$ cat config.mk
export PLATFORM = sky130hd
export DESIGN_NAME = escaped_packet_deframer_flat
export DESIGN_NICKNAME = d
export VERILOG_FILES = /design/src/rtl/core/epd_pkg.sv /design/src/rtl/core/epd_in_if.sv /design/src/rtl/core/epd_out_if.sv /design/src/rtl/core/epd_front.sv /design/src/rtl/core/epd_queue.sv /design/src/rtl/core/epd_back.sv /design/src/rtl/core/escaped_packet_deframer.sv /design/src/flat_wrapper.sv
export SDC_FILE = /design/constraint.sdc
export NUM_CORES = 1
export LEC_CHECK = 0
export ABC_AREA = 0
export BUFFER_PORTS_ARGS = -buffer_cell sky130_fd_sc_hd__buf_2
export CORE_ASPECT_RATIO = 1.1
export CORE_MARGIN = 10
export CORE_UTILIZATION = 30
export CTS_CLUSTER_DIAMETER = 80
export DETAILED_ROUTE_END_ITERATION = 8
export GPL_TIMING_DRIVEN = 0
export PLACE_DENSITY = 0.44
export SYNTH_ARGS = -nofsm -noshare
export SYNTH_HDL_FRONTEND = slang
export SYNTH_SLANG_ARGS = --single-unit
$ cat constraint.sdc
create_clock -name i_clk -period 7.8 [get_ports i_clk]
set_clock_uncertainty 0.15 [all_clocks]
set_input_delay 1.56 -clock i_clk [delete_from_list [all_inputs] [get_ports i_clk]]
set_output_delay 1.56 -clock i_clk [all_outputs]
set_load 0.02 [all_outputs]
$ cat src/rtl/core/epd_pkg.sv
// Shared types and constants for the escaped packet deframer.
`timescale 1ns / 1ps
`default_nettype none

package epd_pkg;

    // Register indexes on the configuration port
    localparam logic CFG_HEADER = 1'b0;
    localparam logic CFG_ESCAPE = 1'b1;

    localparam logic [7:0] HEADER_RESET = 8'd2;
    localparam logic [7:0] ESCAPE_RESET = 8'd16;

    // Packet layout, positions counted from the header at 0
    localparam logic [16:0] POS_SEQ_FIRST     = 17'd1;
    localparam logic [16:0] POS_SEQ_LAST      = 17'd4;
    localparam logic [16:0] POS_RECEIPT       = 17'd5;
    localparam logic [16:0] POS_LEN_LO        = 17'd9;
    localparam logic [16:0] POS_LEN_HI        = 17'd10;
    localparam logic [16:0] POS_FIRST_PAYLOAD = 17'd11;

    // Operation kinds passed from the front to the back
    localparam logic [1:0] OP_START = 2'd0;
    localparam logic [1:0] OP_DATA  = 2'd1;
    localparam logic [1:0] OP_ABORT = 2'd2;

    typedef struct packed {
        logic [7:0] header;
        logic [7:0] escape;
    } t_cfg;

    typedef struct packed {
        logic [1:0]  kind;
        logic [7:0]  data;   // decoded byte, or header value for a start
        logic [16:0] pos;
        logic        last;
    } t_entry;

    typedef struct packed {
        logic   push;
        t_entry entry;
    } t_push;

    typedef struct packed {
        logic   valid;
        t_entry entry;
    } t_head;

endpackage

`default_nettype wire

$ cat src/rtl/core/epd_in_if.sv
// Raw byte channel into the deframer.
`timescale 1ns / 1ps
`default_nettype none

interface epd_in_if ();
    logic       valid;
    logic       ready;
    logic [7:0] rx_byte;
    logic       line_timeout;

    modport source (output valid, output rx_byte, output line_timeout, input ready);
    modport sink   (input valid, input rx_byte, input line_timeout, output ready);
endinterface

`default_nettype wire

$ cat src/rtl/core/epd_out_if.sv
// Decoded byte channel out of the deframer.
`timescale 1ns / 1ps
`default_nettype none

interface epd_out_if ();
    logic        valid;
    logic        ready;
    logic [7:0]  data_byte;
    logic [16:0] byte_index;
    logic        last;
    logic        aborted;
    logic        checksum_ok;
    logic [31:0] sequence_number;
    logic [7:0]  receipt_type;
    logic [15:0] payload_length;

    modport source (
        output valid, output data_byte, output byte_index, output last,
        output aborted, output checksum_ok, output sequence_number,
        output receipt_type, output payload_length, input ready
    );
    modport sink (
        input valid, input data_byte, input byte_index, input last,
        input aborted, input checksum_ok, input sequence_number,
        input receipt_type, input payload_length, output ready
    );
endinterface

`default_nettype wire

$ cat src/rtl/core/epd_front.sv
// Front end: header hunt, unstuffing and packet framing.
`timescale 1ns / 1ps
`default_nettype none

module epd_front (
    input  wire            i_clk,
    input  wire            i_rst_n,
    input  epd_pkg::t_cfg  i_cfg,
    input  wire            i_q_full,
    output epd_pkg::t_push o_push,
    epd_in_if.sink         i_rx
);
    import epd_pkg::*;

    logic        r_in_pkt, n_in_pkt;
    logic        r_esc, n_esc;
    logic [16:0] r_cnt, n_cnt;
    logic [15:0] r_len, n_len;

    logic       accept;
    logic [7:0] decoded;
    logic       is_last;

    assign i_rx.ready = !i_q_full;
    assign accept     = i_rx.valid && !i_q_full;
    assign decoded    = i_rx.rx_byte + {7'd0, r_esc};
    assign is_last    = (r_cnt == (POS_FIRST_PAYLOAD + {1'b0, r_len}));

    always_comb begin
        n_in_pkt           = r_in_pkt;
        n_esc              = r_esc;
        n_cnt              = r_cnt;
        n_len              = r_len;
        o_push.push        = 1'b0;
        o_push.entry.kind  = OP_DATA;
        o_push.entry.data  = decoded;
        o_push.entry.pos   = r_cnt;
        o_push.entry.last  = is_last;
        if (accept) begin
            if (!r_in_pkt) begin
                if (!i_rx.line_timeout && i_rx.rx_byte == i_cfg.header) begin
                    o_push.push       = 1'b1;
                    o_push.entry.kind = OP_START;
                    o_push.entry.data = i_cfg.header;
                    o_push.entry.last = 1'b0;
                    n_in_pkt          = 1'b1;
                    n_esc             = 1'b0;
                    n_cnt             = POS_SEQ_FIRST;
                    n_len             = 16'd0;
                end
            end else if (i_rx.line_timeout) begin
                o_push.push       = 1'b1;
                o_push.entry.kind = OP_ABORT;
                o_push.entry.last = 1'b0;
                n_in_pkt          = 1'b0;
                n_esc             = 1'b0;
                n_cnt             = 17'd0;
            end else if (i_rx.rx_byte == i_cfg.escape) begin
                n_esc = 1'b1;
            end else begin
                o_push.push = 1'b1;
                n_esc       = 1'b0;
                if (r_cnt == POS_LEN_LO) begin
                    n_len[7:0] = decoded;
                end
                if (r_cnt == POS_LEN_HI) begin
                    n_len[15:8] = decoded;
                end
                if (is_last) begin
                    n_in_pkt = 1'b0;
                    n_cnt    = 17'd0;
                end else begin
                    n_cnt = r_cnt + 17'd1;
                end
            end
        end
    end

    always_ff @(posedge i_clk) begin
        if (!i_rst_n) begin
            r_in_pkt <= 1'b0;
            r_esc    <= 1'b0;
            r_cnt    <= 17'd0;
            r_len    <= 16'd0;
        end else begin
            r_in_pkt <= n_in_pkt;
            r_esc    <= n_esc;
            r_cnt    <= n_cnt;
            r_len    <= n_len;
        end
    end

    // escape flag only lives inside a packet
    a_esc_in_pkt: assert property (@(posedge i_clk) disable iff (!i_rst_n)
        r_esc |-> r_in_pkt)
        else $error("escape pending while hunting");

endmodule

`default_nettype wire

$ cat src/rtl/core/epd_queue.sv
// Short register queue between front and back.
`timescale 1ns / 1ps
`default_nettype none

module epd_queue #(
    parameter int DEPTH = 4
) (
    input  wire            i_clk,
    input  wire            i_rst_n,
    input  epd_pkg::t_push i_push,
    input  wire            i_pop,
    output epd_pkg::t_head o_head,
    output logic           o_full
);
    import epd_pkg::*;

    localparam int PTR_W = (DEPTH > 1) ? $clog2(DEPTH) : 1;
    localparam int CNT_W = $clog2(DEPTH + 1);
    localparam logic [PTR_W-1:0] PTR_MAX = PTR_W'(DEPTH - 1);
    localparam logic [CNT_W-1:0] CNT_FULL = CNT_W'(DEPTH);

    t_entry            r_mem [DEPTH];
    logic [PTR_W-1:0]  r_wr, n_wr;
    logic [PTR_W-1:0]  r_rd, n_rd;
    logic [CNT_W-1:0]  r_count, n_count;
    logic              do_pop;

    assign o_full       = (r_count == CNT_FULL);
    assign o_head.valid = (r_count != '0);
    assign o_head.entry = r_mem[r_rd];
    assign do_pop       = i_pop && o_head.valid;

    always_comb begin
        n_wr    = r_wr;
        n_rd    = r_rd;
        n_count = r_count;
        if (i_push.push) begin
            n_wr = (r_wr == PTR_MAX) ? '0 : r_wr + PTR_W'(1);
        end
        if (do_pop) begin
            n_rd = (r_rd == PTR_MAX) ? '0 : r_rd + PTR_W'(1);
        end
        case ({i_push.push, do_pop})
            2'b10:   n_count = r_count + CNT_W'(1);
            2'b01:   n_count = r_count - CNT_W'(1);
            default: n_count = r_count;
        endcase
    end

    always_ff @(posedge i_clk) begin
        if (i_push.push) begin
            r_mem[r_wr] <= i_push.entry;
        end
    end

    always_ff @(posedge i_clk) begin
        if (!i_rst_n) begin
            r_wr    <= '0;
            r_rd    <= '0;
            r_count <= '0;
        end else begin
            r_wr    <= n_wr;
            r_rd    <= n_rd;
            r_count <= n_count;
        end
    end

    a_no_overflow: assert property (@(posedge i_clk) disable iff (!i_rst_n)
        !(i_push.push && o_full))
        else $error("push into full queue");

    a_count_range: assert property (@(posedge i_clk) disable iff (!i_rst_n)
        r_count <= CNT_FULL)
        else $error("queue count out of range");

endmodule

`default_nettype wire

$ cat src/rtl/core/epd_back.sv
// Back end: field capture, checksum and output register.
`timescale 1ns / 1ps
`default_nettype none

module epd_back (
    input  wire            i_clk,
    input  wire            i_rst_n,
    input  epd_pkg::t_head i_head,
    output logic           o_pop,
    epd_out_if.source      o_res
);
    import epd_pkg::*;

    logic [7:0]  r_xor, n_xor;
    logic [31:0] r_seq, n_seq;
    logic [7:0]  r_rcpt, n_rcpt;
    logic [15:0] r_len, n_len;

    logic        r_valid;
    logic [7:0]  r_data;
    logic [16:0] r_pos;
    logic        r_last;
    logic        r_abort;
    logic        r_ck;
    logic [31:0] r_oseq;
    logic [7:0]  r_orcpt;
    logic [15:0] r_olen;

    logic   can_load;
    logic   load;
    t_entry e;

    assign e        = i_head.entry;
    assign can_load = !r_valid || o_res.ready;
    assign o_pop    = i_head.valid && ((e.kind == OP_START) || can_load);
    assign load     = o_pop && (e.kind != OP_START);

    always_comb begin
        n_xor  = r_xor;
        n_seq  = r_seq;
        n_rcpt = r_rcpt;
        n_len  = r_len;
        if (o_pop) begin
            if (e.kind == OP_START) begin
                n_xor  = e.data;
                n_seq  = 32'd0;
                n_rcpt = 8'd0;
                n_len  = 16'd0;
            end else if (e.kind == OP_DATA) begin
                if (!e.last) begin
                    n_xor = r_xor ^ e.data;
                end
                unique case (e.pos)
                    POS_SEQ_FIRST:   n_seq[7:0]   = e.data;
                    17'd2:           n_seq[15:8]  = e.data;
                    17'd3:           n_seq[23:16] = e.data;
                    POS_SEQ_LAST:    n_seq[31:24] = e.data;
                    POS_RECEIPT:     n_rcpt       = e.data;
                    POS_LEN_LO:      n_len[7:0]   = e.data;
                    POS_LEN_HI:      n_len[15:8]  = e.data;
                    default:         n_len        = r_len;
                endcase
            end
        end
    end

    always_ff @(posedge i_clk) begin
        if (!i_rst_n) begin
            r_xor  <= 8'd0;
            r_seq  <= 32'd0;
            r_rcpt <= 8'd0;
            r_len  <= 16'd0;
        end else begin
            r_xor  <= n_xor;
            r_seq  <= n_seq;
            r_rcpt <= n_rcpt;
            r_len  <= n_len;
        end
    end

    always_ff @(posedge i_clk) begin
        if (!i_rst_n) begin
            r_valid <= 1'b0;
        end else if (load) begin
            r_valid <= 1'b1;
        end else if (o_res.ready) begin
            r_valid <= 1'b0;
        end
    end

    // payload: abort beats carry zeros, meta fields only ride with last
    always_ff @(posedge i_clk) begin
        if (load) begin
            if (e.kind == OP_ABORT) begin
                r_data  <= 8'd0;
                r_pos   <= 17'd0;
                r_last  <= 1'b0;
                r_abort <= 1'b1;
                r_ck    <= 1'b0;
                r_oseq  <= 32'd0;
                r_orcpt <= 8'd0;
                r_olen  <= 16'd0;
            end else begin
                r_data  <= e.data;
                r_pos   <= e.pos;
                r_last  <= e.last;
                r_abort <= 1'b0;
                r_ck    <= e.last && (e.data == r_xor);
                r_oseq  <= e.last ? r_seq  : 32'd0;
                r_orcpt <= e.last ? r_rcpt : 8'd0;
                r_olen  <= e.last ? r_len  : 16'd0;
            end
        end
    end

    assign o_res.valid           = r_valid;
    assign o_res.data_byte       = r_data;
    assign o_res.byte_index      = r_pos;
    assign o_res.last            = r_last;
    assign o_res.aborted         = r_abort;
    assign o_res.checksum_ok     = r_ck;
    assign o_res.sequence_number = r_oseq;
    assign o_res.receipt_type    = r_orcpt;
    assign o_res.payload_length  = r_olen;

    a_last_pos: assert property (@(posedge i_clk) disable iff (!i_rst_n)
        (r_valid && r_last) |-> (r_pos == POS_FIRST_PAYLOAD + {1'b0, r_olen}))
        else $error("closing byte at wrong position");

    a_abort_excl: assert property (@(posedge i_clk) disable iff (!i_rst_n)
        (r_valid && r_abort) |-> (!r_last && r_pos == 17'd0))
        else $error("abort beat carries data fields");

endmodule

`default_nettype wire

$ cat src/rtl/core/escaped_packet_deframer.sv
// Escaped packet deframer: top level.
//
// Usage:
//   i_rx_ch carries one raw serial byte per beat (rx_byte) plus a line
//   timeout flag. o_res_ch carries one decoded byte per beat with its
//   position in the packet; the header (position 0) and escape bytes
//   make no beat. The closing checksum beat has last set and brings the
//   checksum check, sequence number, receipt type and payload length.
//   A timeout inside a packet makes one beat with aborted set.
//   Config: i_cfg_we writes i_cfg_data into register i_cfg_idx
//   (0 = header byte, 1 = escape byte); write only while idle.
// Timing:
//   An input beat passes a queue slot, then the output register, on its
//   way to the output. Throughput is 1 byte per cycle while the receiver
//   does not stall, set by the one-byte front decoder and the one-entry
//   back stage. When the receiver stalls, the output register holds and
//   the queue fills; i_rx_ch.ready drops only once QUEUE_DEPTH ops wait.
// Reset:
//   Synchronous, active low: block hunts for a header, queue empty,
//   registers back to header 2 / escape 16.
`timescale 1ns / 1ps
`default_nettype none

module escaped_packet_deframer #(
    parameter int QUEUE_DEPTH = 4
) (
    input  wire        i_clk,
    input  wire        i_rst_n,
    input  wire        i_cfg_we,
    input  wire        i_cfg_idx,
    input  wire [7:0]  i_cfg_data,
    epd_in_if.sink     i_rx_ch,
    epd_out_if.source  o_res_ch
);
    import epd_pkg::*;

    logic [7:0] r_header;
    logic [7:0] r_escape;
    t_cfg       cfg;

    t_push push;
    t_head head;
    logic  q_full;
    logic  pop;

    // config registers
    always_ff @(posedge i_clk) begin
        if (!i_rst_n) begin
            r_header <= HEADER_RESET;
            r_escape <= ESCAPE_RESET;
        end else if (i_cfg_we) begin
            if (i_cfg_idx == CFG_HEADER) begin
                r_header <= i_cfg_data;
            end
            if (i_cfg_idx == CFG_ESCAPE) begin
                r_escape <= i_cfg_data;
            end
        end
    end

    assign cfg.header = r_header;
    assign cfg.escape = r_escape;

    // front: hunt, unstuff, count positions, detect the closing byte
    epd_front u_front (
        .i_clk    (i_clk),
        .i_rst_n  (i_rst_n),
        .i_cfg    (cfg),
        .i_q_full (q_full),
        .o_push   (push),
        .i_rx     (i_rx_ch)
    );

    // op queue decouples line intake from output stalls
    epd_queue #(
        .DEPTH (QUEUE_DEPTH)
    ) u_queue (
        .i_clk   (i_clk),
        .i_rst_n (i_rst_n),
        .i_push  (push),
        .i_pop   (pop),
        .o_head  (head),
        .o_full  (q_full)
    );

    // back: captures, running XOR, output register
    epd_back u_back (
        .i_clk   (i_clk),
        .i_rst_n (i_rst_n),
        .i_head  (head),
        .o_pop   (pop),
        .o_res   (o_res_ch)
    );

endmodule

`default_nettype wire

$ cat src/flat_wrapper.sv
// flat-port wrapper written by rule: the top's interface ports become plain ports
module escaped_packet_deframer_flat import epd_pkg::*;
#(
    parameter int QUEUE_DEPTH = 4
)
  (i_clk, i_rst_n, i_cfg_we, i_cfg_idx, i_cfg_data, i_rx_ch_valid, i_rx_ch_rx_byte, i_rx_ch_line_timeout, i_rx_ch_ready, o_res_ch_valid, o_res_ch_data_byte, o_res_ch_byte_index, o_res_ch_last, o_res_ch_aborted, o_res_ch_checksum_ok, o_res_ch_sequence_number, o_res_ch_receipt_type, o_res_ch_payload_length, o_res_ch_ready);
  epd_in_if i_rx_ch_i ();
  epd_out_if o_res_ch_i ();
  input  wire i_clk;
  input  wire i_rst_n;
  input  wire i_cfg_we;
  input  wire i_cfg_idx;
  input  wire [7:0] i_cfg_data;
  input wire logic [$bits(i_rx_ch_i.valid)-1:0] i_rx_ch_valid;
  input wire logic [$bits(i_rx_ch_i.rx_byte)-1:0] i_rx_ch_rx_byte;
  input wire logic [$bits(i_rx_ch_i.line_timeout)-1:0] i_rx_ch_line_timeout;
  output wire logic [$bits(i_rx_ch_i.ready)-1:0] i_rx_ch_ready;
  output wire logic [$bits(o_res_ch_i.valid)-1:0] o_res_ch_valid;
  output wire logic [$bits(o_res_ch_i.data_byte)-1:0] o_res_ch_data_byte;
  output wire logic [$bits(o_res_ch_i.byte_index)-1:0] o_res_ch_byte_index;
  output wire logic [$bits(o_res_ch_i.last)-1:0] o_res_ch_last;
  output wire logic [$bits(o_res_ch_i.aborted)-1:0] o_res_ch_aborted;
  output wire logic [$bits(o_res_ch_i.checksum_ok)-1:0] o_res_ch_checksum_ok;
  output wire logic [$bits(o_res_ch_i.sequence_number)-1:0] o_res_ch_sequence_number;
  output wire logic [$bits(o_res_ch_i.receipt_type)-1:0] o_res_ch_receipt_type;
  output wire logic [$bits(o_res_ch_i.payload_length)-1:0] o_res_ch_payload_length;
  input wire logic [$bits(o_res_ch_i.ready)-1:0] o_res_ch_ready;
  assign i_rx_ch_i.valid = i_rx_ch_valid;
  assign i_rx_ch_i.rx_byte = i_rx_ch_rx_byte;
  assign i_rx_ch_i.line_timeout = i_rx_ch_line_timeout;
  assign i_rx_ch_ready = i_rx_ch_i.ready;
  assign o_res_ch_valid = o_res_ch_i.valid;
  assign o_res_ch_data_byte = o_res_ch_i.data_byte;
  assign o_res_ch_byte_index = o_res_ch_i.byte_index;
  assign o_res_ch_last = o_res_ch_i.last;
  assign o_res_ch_aborted = o_res_ch_i.aborted;
  assign o_res_ch_checksum_ok = o_res_ch_i.checksum_ok;
  assign o_res_ch_sequence_number = o_res_ch_i.sequence_number;
  assign o_res_ch_receipt_type = o_res_ch_i.receipt_type;
  assign o_res_ch_payload_length = o_res_ch_i.payload_length;
  assign o_res_ch_i.ready = o_res_ch_ready;
  escaped_packet_deframer #(.QUEUE_DEPTH(QUEUE_DEPTH)) u_core (.i_clk(i_clk), .i_rst_n(i_rst_n), .i_cfg_we(i_cfg_we), .i_cfg_idx(i_cfg_idx), .i_cfg_data(i_cfg_data), .i_rx_ch(i_rx_ch_i), .o_res_ch(o_res_ch_i));
endmodule
==> run_results.csv, run 1 <==
group,metric,value,unit
cells_and_area,drive_above_1_share,0.179,
placement,postPlaceCellArea,0.0149,mm²
floorplan,initial_core_util,0.304,
placement,portBuffers,105,
floorplan,io_pins,109,
pwr,combPwrFrac,0.255,
worst_setup_path,crit_required,8090,ps
worst_setup_path,start_kind,"input port",
synthesis,syn_area,0.0136,mm²
worst_setup_path,cp-endpoint,"u_core.u_queue.r_count[2]",
cts,cts_setup_buffers,0,
pwr,seqPwrFrac,0.422,
floorplan,die_area,0.0542,mm²
flow_run,maxCapViolCount,0,
global_route,grt_max_degree,31,
detailed_routing,routed_wl,35200,µm
worst_setup_path,slowest_stage,"fa_1",
synthesis,synth_top_family_by_area,"simple AND/OR/NAND/NOR gates",
timing,slew_headroom,0.279,
cells_and_area,syn2layout_area_growth,18.4,%
worst_setup_path,critical-path-max-stage-delay,440,ps
synthesis,syn_inst,1094,
global_route,grt_antenna_before_repair,1,
worst_setup_path,path_depth,13,
cells_and_area,layout.nets,1275,
cts,numCtsBuffers,35,
floorplan,core_area,0.0447,mm²
detailed_routing,drc_errors,0,
detailed_routing,wl_met1,15100,µm
synthesis,async_flop_share,0,
timing,hold_viol_final,0,
pwr,netSwitchingFraction,0.311,
detailed_routing,routed_via_density,4.87,
synthesis,synthMuxAreaShare,0.0663,
synthesis,synth_simple_gate_area_frac,0.152,
cells_and_area,fin_util,0.360,
worst_setup_path,crit_chain,"clkbuf_1, xnor2_1, nand4_1, nor4_1, a211o_1, clkbuf_1, buf_1, ha_1, inv_1, fa_1, xor2_1, or3_1, a21oi_1",
synthesis,yosys.cell_types.count,65,
timing,max_freq,214,MHz
synthesis,synth-xor-area-share,0.0335,
timing,slew_violations,0,
status,status,"finished, final reports clean",
worst_setup_path,startpoint,"i_rx_ch_rx_byte[5]",
synthesis,ys_seq_area_frac,0.617,
worst_setup_path,cp_max_fo,10,
detailed_routing,drtIter0Drc,629,
detailed_routing,first_pass_iters,5,
synthesis,syn_avg_cell_area,12.4,µm²
timing,holdWs,295,ps
cells_and_area,fin_area,0.0161,mm²
cells_and_area,n_antenna_cell,0,
synthesis,ys.flop_type,"edfxtp_1",
cts,cts_resized,0,
pwr,power_density,319,mW/mm²
timing,setup_viol,0,
cells_and_area,fin_cells,1846,
cts,ctsHoldBuffers,0,
cts,htreeDepth,2,
floorplan,die_h,243,µm
timing,tightest_slew,1080,ps
synthesis,syn_nets,1130,
synthesis,synthAdderAreaFrac,0.0125,
detailed_routing,wl_met3,1760,µm
timing,rsz0062_at_grt,"false",
cts,cts.sinks,321,
synthesis,yosysWarnings,0,
placement,dp_hpwl,25500,µm
detailed_routing,wl_met2,17600,µm
cts,cts_tree,"yes",
worst_setup_path,critPathKind,"in2reg",
floorplan,rows,81,
worst_setup_path,path_buf_inv,4,
worst_setup_path,ff2ff_path_depth,13,
synthesis,synth_compound_area_frac,0.0929,
worst_setup_path,rr_endpoint,"u_core.u_queue.r_count[2]",
global_route,grt.total_usage,0.128,
global_route,overflow,0,
worst_setup_path,crit_arrival,4960,ps
detailed_routing,ant_nets,0,
synthesis,synth_edf_count,196,
global_route,grt_pass1_vias,9220,
cts,insertion_delay,520,ps
detailed_routing,via_count,8995,
worst_setup_path,path_common_cell,"clkbuf_1",
hold_path,hold_path.class,"reg2reg",
placement,placed_cells,1783,
pwr,p_total,0.00514,W
pwr,ir_worst_vdd,0.131,mV
worst_setup_path,crit_path_end_kind,"flip-flop",
placement,place_congestion,0.814,
worst_setup_path,r2r_slack,3660,ps
pwr,clkPwrFrac,0.323,
detailed_routing,post_drt_wl_per_cell,19.1,µm
floorplan,die_w,223,µm
pwr,p_int,0.00354,W
cts,root_buffer,"clkbuf_16",
cts,clkTransAtPathRegs,60,ps
pwr,power_leakage,5.85,nW
global_route,grt_pass1_wl,55200,µm
timing,min_period,4670,ps
synthesis,synth-seq-cells,321,
detailed_routing,top_layer_used,"met4",
pwr,switchingPower,0.00160,W
worst_setup_path,critPathTopFamily,"buffers and inverters",
cts,cts_max_path_buffers,3,
timing,post-route-period-util,0.598,
==> logic make-up (layout without fill, tap and decap cells) <==
family                     count (synthesis)  after routing
buffers and inverters                     87            258
DFF                                      321            321
muxes                                     54             54
AOI/OAI and AO/OA                        185            185
and+or+nand+nor                          382            382
adders and majority gates                 13             13
xor gates and xnor gates                  52             52
==> state kept, by name (all words and copies together) (netlist names), named ones only <==
| register | count |
|---|---|
| u_core.u_back.o_res.receipt_type | 8 |
| u_core.u_queue.r_mem | 112 |
| u_core.u_back.o_res.sequence_number | 32 |
| u_core.u_front.r_in_pkt | 1 |
| u_core.u_front.r_esc | 1 |
| u_core.u_front.r_cnt | 17 |
| u_core.u_back.o_res.data_byte | 8 |
| u_core.u_back.o_res.checksum_ok | 1 |
| u_core.r_escape | 8 |
| u_core.u_back.r_seq | 32 |
| u_core.u_front.r_len | 16 |
| u_core.u_back.o_res.payload_length | 16 |
| u_core.u_queue.r_rd | 2 |
| u_core.u_back.r_len | 16 |
| u_core.u_back.o_res.aborted | 1 |
| u_core.u_queue.r_wr | 2 |
| u_core.u_back.o_res.last | 1 |
| u_core.u_back.o_res.byte_index | 17 |
| u_core.u_back.r_xor | 8 |
| u_core.r_header | 8 |
| u_core.u_back.o_res.valid | 1 |
| u_core.u_back.r_rcpt | 8 |
| u_core.u_queue.r_count | 3 |
==> placed cells by master (no fill, tap or decap), types with 10 or more instances in the layout <==
| master | count |
|---|---|
| o2bb2ai_1 | 40 |
| clkbuf_1 | 63 |
| and3_1 | 68 |
| edfxtp_1 | 196 |
| xnor2_1 | 38 |
| nor2_1 | 55 |
| inv_1 | 19 |
| nand2_1 | 86 |
| and2_1 | 41 |
| o22ai_1 | 13 |
| nand3_1 | 32 |
| xor2_1 | 14 |
| mux4_2 | 28 |
| ha_1 | 12 |
| dfxtp_1 | 125 |
| nand4_1 | 10 |
| nor2b_1 | 10 |
| nand4b_1 | 11 |
| a21oi_1 | 24 |
| clkbuf_16 | 39 |
| nor3_1 | 20 |
| mux2i_1 | 18 |
| o21ai_0 | 50 |
| buf_2 | 113 |
==> stage by stage <==
step | TNS, ps | setup slack [ps]
floorplan | 0 | 1510
global placement | -90110 | -1070
detailed placement | 0 | 2620
CTS | 0 | 3130
global route | 0 | 2770
finish | 0 | 3130
==> tightest hold or removal path, delay by kind of cell, from the launching register on <==
kind,cells,cell delay (ps)
AOI/OAI and AO/OA,1,50
and+or+nand+nor,1,40
DFF,1,320
==> area by class of cell <==
class	count	area, µm²
fillers	4370	28600
flip-flops and latches	321	8390
inverters	19	71.3
repair buffers	108	593
well taps	581	727
clock buffers	55	1110
plain buffers	68	280
multi-input cells	686	4870
clock inverters	8	66.3
==> power groups by stage <==
stage | Combinational, W | Clock [W] | Sequential, W
4_1_cts | 0.00135 | 0.00171 | 0.00218
2_1_floorplan | 0.000624 | 0 | 0.00246
6_report | 0.00131 | 0.00166 | 0.00217
3_5_place_dp | 0.00135 | 0 | 0.00221
5_1_grt | 0.00145 | 0.00178 | 0.00219
3_3_place_gp | 0.00129 | 0 | 0.00227
==> per-layer routing <==
metal / vias up / GRT usage
met5: - / 0
met4: 0 / 0.0364
met3: 57 / 0.0274
met2: 206 / 0.224
met1: 4344 / 0.155
li1: 4388 / -
==> cell usage after synthesis, types with 3 or more instances <==
| cell | n | share of area |
|---|---|---|
| nand4b_1 | 11 | 0.0071 |
| ha_1 | 12 | 0.011 |
| or3_1 | 5 | 0.0023 |
| mux4_2 | 28 | 0.046 |
| clkbuf_1 | 54 | 0.015 |
| o21ai_0 | 50 | 0.018 |
| o2bb2ai_1 | 40 | 0.026 |
| edfxtp_1 | 196 | 0.43 |
| nand3_1 | 32 | 0.012 |
| mux2i_1 | 18 | 0.013 |
| a21o_1 | 8 | 0.0044 |
| nand4_1 | 10 | 0.0046 |
| nor4_1 | 7 | 0.0032 |
| or2_2 | 3 | 0.0014 |
| a211o_1 | 4 | 0.0026 |
| and4_1 | 5 | 0.0032 |
| mux2_2 | 8 | 0.0066 |
| a22oi_1 | 8 | 0.0044 |
| xnor2_1 | 38 | 0.024 |
| nor2b_1 | 10 | 0.0046 |
| nand3_2 | 3 | 0.0022 |
| inv_1 | 19 | 0.0052 |
| buf_2 | 8 | 0.0029 |
| nor3_1 | 20 | 0.0074 |
| and3_1 | 68 | 0.031 |
| buf_1 | 3 | 0.00083 |
| o21a_1 | 4 | 0.0022 |
| o22ai_1 | 13 | 0.0060 |
| o211ai_1 | 6 | 0.0033 |
| nand2b_1 | 7 | 0.0032 |
| nand2_1 | 86 | 0.024 |
| dfxtp_1 | 125 | 0.18 |
| a211oi_1 | 6 | 0.0033 |
| and2_1 | 45 | 0.021 |
| a21oi_1 | 24 | 0.0088 |
| xor2_1 | 14 | 0.0090 |
| o31ai_1 | 3 | 0.0017 |
| nor2_1 | 56 | 0.015 |
==> worst min-delay path by stage <==
stage	startpoint	end	slack (ps)	cells past startpoint
floorplan	u_core.u_back.r_len[0]	u_core.u_back.r_len[0]	270	2
finish	u_core.u_back.r_len[12]	u_core.u_back.r_len[12]	300	2
detailed placement	u_core.u_back.r_len[5]	u_core.u_back.r_len[5]	290	2
CTS	u_core.u_back.r_len[5]	u_core.u_back.r_len[5]	300	2
global placement	u_core.u_back.r_len[8]	u_core.u_back.r_len[8]	280	2
global route	u_core.u_back.r_seq[26]	u_core.u_back.r_seq[26]	320	1
Note: power is estimated with default switching activity, not from simulation.
==> run 2: changes to the inputs <==
Settings changed: ABC_AREA 0 to 1.
Clock period 7.8 ns to 4.7 ns, I/O delays scaled along.
==> run 2 against run 1 <==
  * Critical path depth grew 1
  * Core utilization is 0.12 points higher
  * Synthesized area increased by 6.0%
  * Global-route usage rose by 0.89 points
  * Combinational power grew to 3.4 times the previous value
  * Count of clock-buffer cells in the layout is 3 lower
  * Worst hold slack better by 35 ps
  * Sequential power increased by 91%
  * Register-to-register slack worse by 2200 ps
  * Die area up 5.4%
  * Critical endpoint unchanged
==> run_results.csv, run 2 <==
group,metric,value,unit
synthesis,netlist_top_cells_area,"edfxtp_1 (41%), dfxtp_1 (17%), nand2_1 (9.1%)",
synthesis,yosysTopAreaCellShare,0.409,
cts,htreeDepth,2,
synthesis,async_flop_share,0,
timing,min_period,3230,ps
cells_and_area,syn2layout_area_growth,19.4,%
flow_run,maxCapViolCount,0,
synthesis,synth_simple_gate_area_frac,0.244,
timing,setup_viol,0,
synthesis,syn_area,0.0144,mm²
worst_setup_path,critPathKind,"reg2reg",
synthesis,ys.flop_type,"edfxtp_1",
cells_and_area,largest_reg_flops,112,
floorplan,core_area,0.0476,mm²
placement,dp_hpwl,29900,µm
cts,clkTransAtPathRegs,50,ps
cts,cts_resized,0,
synthesis,synth-seq-cells,321,
detailed_routing,via_count,10900,
pwr,power_leakage,6.95,nW
timing,slew_violations,0,
cells_and_area,fin_util,0.361,
cells_and_area,multiInputGateArea,0.00500,mm²
global_route,grt.total_usage,0.137,
timing,holdWs,331,ps
cts,numCtsBuffers,38,
detailed_routing,first_pass_iters,5,
floorplan,initial_core_util,0.303,
synthesis,synth_area_leader_cell,"edfxtp_1",
cells_and_area,drive_above_1_share,0.134,
synthesis,synth-xor-area-share,0.0231,
pwr,ir_worst_vdd,0.353,mV
placement,place_congestion,0.853,
detailed_routing,routed_via_density,4.45,
synthesis,ys_seq_area_frac,0.582,
timing,rsz0062_at_grt,"false",
cells_and_area,seq_area,0.00839,mm²
cts,cts_setup_buffers,0,
pwr,power_density,675,mW/mm²
cts,root_buffer,"clkbuf_16",
hold_path,hold_path.class,"reg2reg",
worst_setup_path,crit_arrival,3510,ps
cts,cts_max_path_buffers,3,
cts,insertion_delay,540,ps
synthesis,syn_nets,1662,
cells_and_area,final_common_cell,"nand2_1",
floorplan,die_area,0.0572,mm²
cells_and_area,num-fill-cells,4957,
placement,post-place-ws,915,ps
detailed_routing,drtIter0Drc,540,
placement,portBuffers,107,
timing,post-route-period-util,0.687,
synthesis,syn_avg_cell_area,8.86,µm²
cts,ctsHoldBuffers,0,
floorplan,die_h,250,µm
global_route,gr-usage-met1,0.165,
floorplan,io_pins,109,
floorplan,die_w,229,µm
synthesis,synthMuxAreaShare,0.000782,
cts,cts.sinks,321,
global_route,grt_max_degree,60,
cells_and_area,largest_register,"u_core.u_queue.r_mem",
timing,slew_headroom,0.443,
cells_and_area,final_cell_mix,"nand2_1 (349), nor2_1 (299), edfxtp_1 (196), inv_1 (159), nand3_1 (137)",
timing,hold_viol_final,0,
global_route,overflow,0,
synthesis,synth_top_family_by_area,"simple AND/OR/NAND/NOR gates",
worst_setup_path,r2r_slack,1470,ps
worst_setup_path,crit_path_end_kind,"flip-flop",
worst_setup_path,start_kind,"flip-flop",
global_route,grt_use_met2,0.235,
synthesis,yosysWarnings,0,
cts,cts_tree,"yes",
detailed_routing,post_drt_wl_per_cell,16.2,µm
global_route,grt_antenna_before_repair,0,
worst_setup_path,cp_max_fo,9,
worst_setup_path,slowest_stage,"fa_1",
global_route,grt_pass1_wl,61800,µm
timing,tightest_slew,836,ps
synthesis,synth_edf_count,196,
synthesis,synth_compound_area_frac,0.0650,
synthesis,synthAdderAreaFrac,0.0118,
cells_and_area,layout.nets,1814,
worst_setup_path,path_common_cell,"nor2_1",
timing,max_freq,310,MHz
worst_setup_path,critical-path-max-stage-delay,440,ps
synthesis,syn_inst,1626,
synthesis,yosysMostFrequentCell,"nand2_1",
detailed_routing,drc_errors,0,
global_route,gr-usage-met3,0.0248,
status,status,"finished, final reports clean",
worst_setup_path,crit_chain,"buf_4, inv_2, nor2_1, inv_1, nor2_1, nor2_1, inv_2, ha_1, inv_1, fa_1, a21oi_1, o21ai_0, o21ai_0, a21oi_1",
worst_setup_path,crit_required,4980,ps
synthesis,yosys.cell_types.count,44,
detailed_routing,routed_wl,39700,µm
detailed_routing,ant_nets,0,
synthesis,synth_common_cells,"nand2_1 (349), nor2_1 (303), edfxtp_1 (196)",
global_route,grt_pass1_vias,10700,
global_route,busiest_layer,"met2",
floorplan,rows,84,
timing,fin_ws,1470,ps
run 2: changes by cell type after synthesis, sizes merged, moves of 48 or more:
cell / change
a21oi: +48
inv: +148
and3: -66
nand3: +103
nand2: +265
nor2: +249
run 2: metal layers:
layer | up-vias | part of all wire
li1 | 5619 | -
met1 | 5036 | 0.44
met2 | 218 | 0.48
met3 | 59 | 0.043
met4 | 0 | 0.034
met5 | - | 0
run 2: metrics by stage:
| stage | TNS (ps) | total power (W) | instances | instance area (µm²) |
|---|---|---|---|---|
| CTS | 0 | 0.0118 | 2453 | 17200 |
| detailed placement | 0 | 0.00869 | 2383 | 15900 |
| global placement | -36910 | 0.00880 | 2378 | 15800 |
| global route | 0 | 0.0124 | 2453 | 17200 |
| finish | 0 | 0.0116 | 2455 | 17200 |
| floorplan | 0 | 0.00717 | 1626 | 14400 |
run 2: cell type report:
type	instances	area share
Clock buffer	52	0.0638
Clock inverter	18	0.0125
Tap cell	645	0.0469
Sequential cell	321	0.487
Buffer	67	0.0236
Antenna cell	2	0.000291
Inverter	169	0.0376
Multi-Input combinational cell	1069	0.291
Timing Repair Buffer	112	0.0374
run 2: final timing paths:
path                                    end  cells after the start                     from
hold reg to reg     u_core.u_back.r_seq[11]                      2  u_core.u_back.r_seq[11]
hold / removal      u_core.u_back.r_seq[11]                      2  u_core.u_back.r_seq[11]
setup / recovery  u_core.u_queue.r_count[2]                     14  u_core.u_front.r_in_pkt
setup reg to reg  u_core.u_queue.r_count[2]                     14  u_core.u_front.r_in_pkt
run 2: kinds of logic (layout without fill, tap and decap cells):
kind of cell | Yosys count | after routing
buffers and inverters | 236 | 418
XOR/XNOR | 38 | 38
AND/OR/NAND/NOR | 847 | 847
AO/OA/AOI/OAI | 170 | 170
multiplexers | 1 | 1
adder cells (fa/ha/maj) | 13 | 13
flip-flops | 321 | 321
other | 0 | 2
run 2: where the power goes:
part	total, W	switching, W	internal [W]
Sequential	0.00415	0.000260	0.00389
Combinational	0.00440	0.00313	0.00127
Clock	0.00306	0.00115	0.00191
Total	0.0116	0.00453	0.00708
run 2: worst max-delay path: cells and delay by family, from the launching register on:
kind	cells	cell delay [ps]
AO/OA/AOI/OAI	4	490
adder cells (fa/ha/maj)	2	630
buffers and inverters	5	790
flip-flops	1	300
AND/OR/NAND/NOR	3	750
